## config.mk

```make
export PLATFORM = sky130hd
export DESIGN_NAME = mpbm_ram
export DESIGN_NICKNAME = d
export VERILOG_FILES = /design/src/mpbm_ram.sv
export SDC_FILE = /design/constraint.sdc
export NUM_CORES = 2
export LEC_CHECK = 0
export ABC_AREA = 0
export BUFFER_PORTS_ARGS = -buffer_cell sky130_fd_sc_hd__buf_4
export CAP_MARGIN = 20
export CORE_MARGIN = 2
export CORE_UTILIZATION = 53
export CTS_CLUSTER_SIZE = 16
export DETAILED_ROUTE_END_ITERATION = 8
export PLACE_DENSITY = 0.75
export SYNTH_ARGS = -nofsm -noshare
export SYNTH_HDL_FRONTEND = slang
export SYNTH_SLANG_ARGS = --single-unit
```

## constraint.sdc

```tcl
create_clock -name i_clk -period 3 [get_ports i_clk]
set_input_delay 0.6 -clock i_clk [delete_from_list [all_inputs] [get_ports i_clk]]
set_output_delay 0.6 -clock i_clk [all_outputs]
set_load 0.02 [all_outputs]
```

## src/mpbm_ram.sv

```systemverilog
module mpbm_ram #(
    parameter int WIDTH = 8,
    parameter int DEPTH = 256
) (
    input  logic                     i_clk,
    input  logic                     i_we,
    input  logic [$clog2(DEPTH)-1:0] i_waddr,
    input  logic [WIDTH-1:0]         i_wdata,
    input  logic                     i_re,
    input  logic [$clog2(DEPTH)-1:0] i_raddr,
    output logic [WIDTH-1:0]         o_rdata
);

    logic [WIDTH-1:0] r_mem [DEPTH];
    logic [WIDTH-1:0] r_rdata;

    always_ff @(posedge i_clk) begin
        if (i_we) begin
            r_mem[i_waddr] <= i_wdata;
        end
        if (i_re) begin
            r_rdata <= r_mem[i_raddr];
        end
    end

    assign o_rdata = r_rdata;

endmodule

```

Word-level counts from Yosys, hierarchy flattened

Memories as Yosys holds them, arrays and structs flattened. A register that Yosys moved wholly into a read port is not among the register bits.
Cells that the tools add are included.

Muxes and demuxes: 2

Operators with widths:

| cell   | count |
|---|---|
| $mux 1 | 2 |

Memories kept: 1
Memory bits (writable): 2048
Input port bits: 27
Word-level logic and storage cells: 3
Output and inout port bits: 8
Register bits: 0

Memory list:

| memory | words | width | read ports | clocked after memory_dff | write ports | line | RTL |
|---|---|---|---|---|---|---|---|
| r_mem  | 256   | 8     | 1          | 1                        | 1           | 14   | `logic [WIDTH-1:0] r_mem [DEPTH];` |

Logic depth before layout (Yosys ltp)

Word-level depth: 2
Gate-level depth with buffers: 11

Least setup slack after synthesis

Ideal clock, no wire load.

Kind: input-to-reg
Start point: in i_raddr[0]
End point: reg r_rdata[2] (netlist: o_rdata[2]), read port of r_mem, data pin
Stages: 9
Path buffers: 4
Required time: 2.731 ns
Setup slack: 0.324 ns
Library setup time: 0.269 ns
Arrival: 2.407 ns
Path through: buf_6 > buf_12 > buf_8 > buf_2 > mux4_2 > a22oi_1 > a21oi_1 > nor4_1 > nor4_2

RTL lines:

| what               | line | RTL |
|---|---|---|
| start: declaration | 10   | `input logic [$clog2(DEPTH)-1:0] i_raddr,` |
| end: declaration   | 15   | `logic [WIDTH-1:0] r_rdata;` |

==> impl_metrics.env <==
export IMPL_rows=142
export IMPL_power_density_nw_per_um2=632
export IMPL_required_ns=3.55
export IMPL_globalplace_congestion=0.889
export IMPL_clkSinkCount=2056
export IMPL_hp_class="input port to register"
export IMPL_yosys_area_top_type_share_pct=77.5
export IMPL_htree_levels=4
export IMPL_setup_viol=0
export IMPL_ys_flop_type="edfxtp_1"
export IMPL_grt_setup_unrepaired="no"
export IMPL_dp_slack_ns=-0.892
export IMPL_netlist_instances=3733
export IMPL_fin_cells=6543
export IMPL_hpwl_um=126000
export IMPL_initial_core_util_pct=53.2
export IMPL_clk_pin_slew_ns=0.07
export IMPL_tritoncts="built"
export IMPL_post_cts_buffers=0
export IMPL_drc_errors=0
export IMPL_ys_async_sr_fraction_pct=0
export IMPL_nNetsFinal=4387
export IMPL_fin_worst_skew_ns=0.0366
export IMPL_grt_usage_pct=26.4
export IMPL_antenna_found_initial=11
export IMPL_fin_crit_sh_pct=94.1
export IMPL_wl_per_cell_um=30.7
export IMPL_cts_max_path_buffers=3
export IMPL_numPlacedInstances=6179
export IMPL_report_final_hold_viol_count=0
export IMPL_timing_hold_ws_ns=0.152
export IMPL_slew_violations=0
export IMPL_firstDrtPassIters=6
export IMPL_fin_ws_ns=0.176
export IMPL_clk_latency_ns=0.83
export IMPL_critical_path_arrival_ns=3.38
export IMPL_yosys_warnings=0
export IMPL_synth_edf_count=2056
export IMPL_worstSetupPathType="input port to register"
export IMPL_cts_buffers=195
export IMPL_io_pins=35
export IMPL_synthTopCellsByArea="edfxtp_1, mux4_2, mux2i_1"
export IMPL_first_iter_violations=6348
export IMPL_syn2layout_area_growth_pct=16.7
export IMPL_clock_fmax_mhz=354
export IMPL_startpoint_type="input port"
export IMPL_ys_ff_latch=2056
export IMPL_worst_pin_slew_ns=0.924
export IMPL_final_layout_size_suffix_gt1_share_pct=31.3
export IMPL_cp_end_kind="register"
export IMPL_synth_common_cells="edfxtp_1, mux4_2, nor2_1, mux2i_1, a22oi_1"
export IMPL_synth_top_cell_by_area="edfxtp_1"
export IMPL_multi_input_area_sq_um=16500
export IMPL_crit_fanout=27
export IMPL_synth_most_common_cell="edfxtp_1"
export IMPL_coreArea_sq_um=150000
export IMPL_p_total_w=0.0588
export IMPL_place_area_sq_um=86700
export IMPL_grt_pass1_wl_um=290000
export IMPL_cap_violations=0
export IMPL_ant_nets=0
export IMPL_syn_avg_cell_area_sq_um=21.3
export IMPL_port_buffers=34
export IMPL_drt_vias_per_instance=6.43
export IMPL_fin_crit_ns=2.82
export IMPL_syn_area_sq_um=79600
export IMPL_peakVddDrop_v=0.000719
export IMPL_floorplan_die_height_um=392
export IMPL_grt_pass1_vias=42213
export IMPL_grt_max_degree=95
export IMPL_p_leak_nw=30.0
export IMPL_grt_overflow=0
export IMPL_num_vias=42074
export IMPL_regArea_sq_um=61700
export IMPL_cts_root_buf="clkbuf_16"
export IMPL_fillerInstances=9938
export IMPL_design_area_sq_um=92900
export IMPL_die_w_um=392
export IMPL_slew_headroom_pct=38.2
export IMPL_outcome="finished, final reports clean"
export IMPL_synth_nets=3760
export IMPL_postRouteWirelength_um=201000
export IMPL_ys_types=54
export IMPL_ys_seq_area_share_pct=77.5
export IMPL_die_area_sq_um=153000
-- worst max-delay path: stages --
cell	delay (ns)
buf_8	0.26
buf_12	0.27
buf_4	0.19
mux4_2	0.50
mux4_2	0.53
nor2b_1	0.17
nor4_2	0.68
nor4_1	0.14
-- path summary, 6_finish.rpt --
kind | startpoint | to | slack (ns) | cells after the start
setup / recovery | i_raddr[0] | o_rdata[4] | 0.18 | 8
hold / removal | i_re | o_rdata[2] | 0.15 | 1
setup reg to reg | r_mem[66][1] | o_rdata[1] | 0.21 | 6
hold reg to reg | r_mem[60][1] | o_rdata[1] | 1.27 | 7
-- routing by layer --
| metal | track usage [%] | vias up | part of all wire (%) |
|---|---|---|---|
| met5 | 0 | - | 0.019 |
| met4 | 11.2 | 6 | 4.5 |
| met3 | 6.34 | 479 | 11 |
| met2 | 41.6 | 2784 | 48 |
| met1 | 35.8 | 21838 | 37 |
| li1 | - | 16967 | - |
-- report_power, final --
group	leakage [nW]	total (W)	switching [W]	internal, W
Clock	3.02	0.0238	0.0106	0.0132
Combinational	8.50	0.00327	0.00197	0.00130
Sequential	18.5	0.0317	0.0000476	0.0317
Total	30.0	0.0588	0.0126	0.0462
-- state kept, by name, indices dropped and copies added, names as in the netlist --
name,flops
r_mem,2048
o_rdata,8
-- layout by cell type (no fill, tap or decap), types with 4 or more instances in the layout --
master	n
buf_4	576
nand4_1	10
o22ai_1	28
bufinv_16	12
nor2_1	279
nor4_1	23
buf_12	76
diode_2	8
nor3_1	20
a211oi_1	16
nor2b_1	28
a22oi_1	133
clkbuf_1	34
clkinvlp_4	8
a22o_1	8
o32ai_1	4
inv_16	5
clkbuf_8	8
o22a_1	5
nor4_2	4
o21ai_0	10
nand2b_1	8
edfxtp_1	2056
a221oi_1	13
clkinv_1	47
or2_2	4
mux2i_1	134
a21oi_1	96
mux4_2	454
clkinv_2	44
nand3_1	34
clkbuf_16	199
and2_1	6
o211ai_1	10
nand2_1	33
o221ai_1	46
-- cells by family (layout without fill, tap and decap cells) --
group	Yosys count	after routing	share of synthesized area [%]
flip-flops	2056	2056	77.5
multiplexers	591	591	14.6
AND/OR/NAND/NOR	466	466	2.63
AO/OA/AOI/OAI	385	385	3.42
buffers and inverters	235	1021	1.83
other	0	8	0
-- final cells by class --
class | instances | area share (%)
multi-input cells | 1442 | 17.7
clock inverters | 123 | 1.13
well taps | 2016 | 2.71
inverters | 2 | 0.00808
clock buffers | 233 | 5.50
diodes | 8 | 0.0215
repair buffers | 663 | 6.45
flip-flops and latches | 2056 | 66.4
-- timing repair --
item / 4_1_cts / 5_1_grt
endpoints found under the setup margin: 2 / 1
gates resized for setup: 2 / 1
hold buffers: 0 / 0
-- stage by stage --
stage,TNS [ns],util (%)
final,0,62.1
after detailed placement,-5.16,58.0
after global placement,-5.54,58.0
after floorplan,0,-
after global routing,0,62.1
after CTS,0,62.1
(Power assumes the default switching activity.)
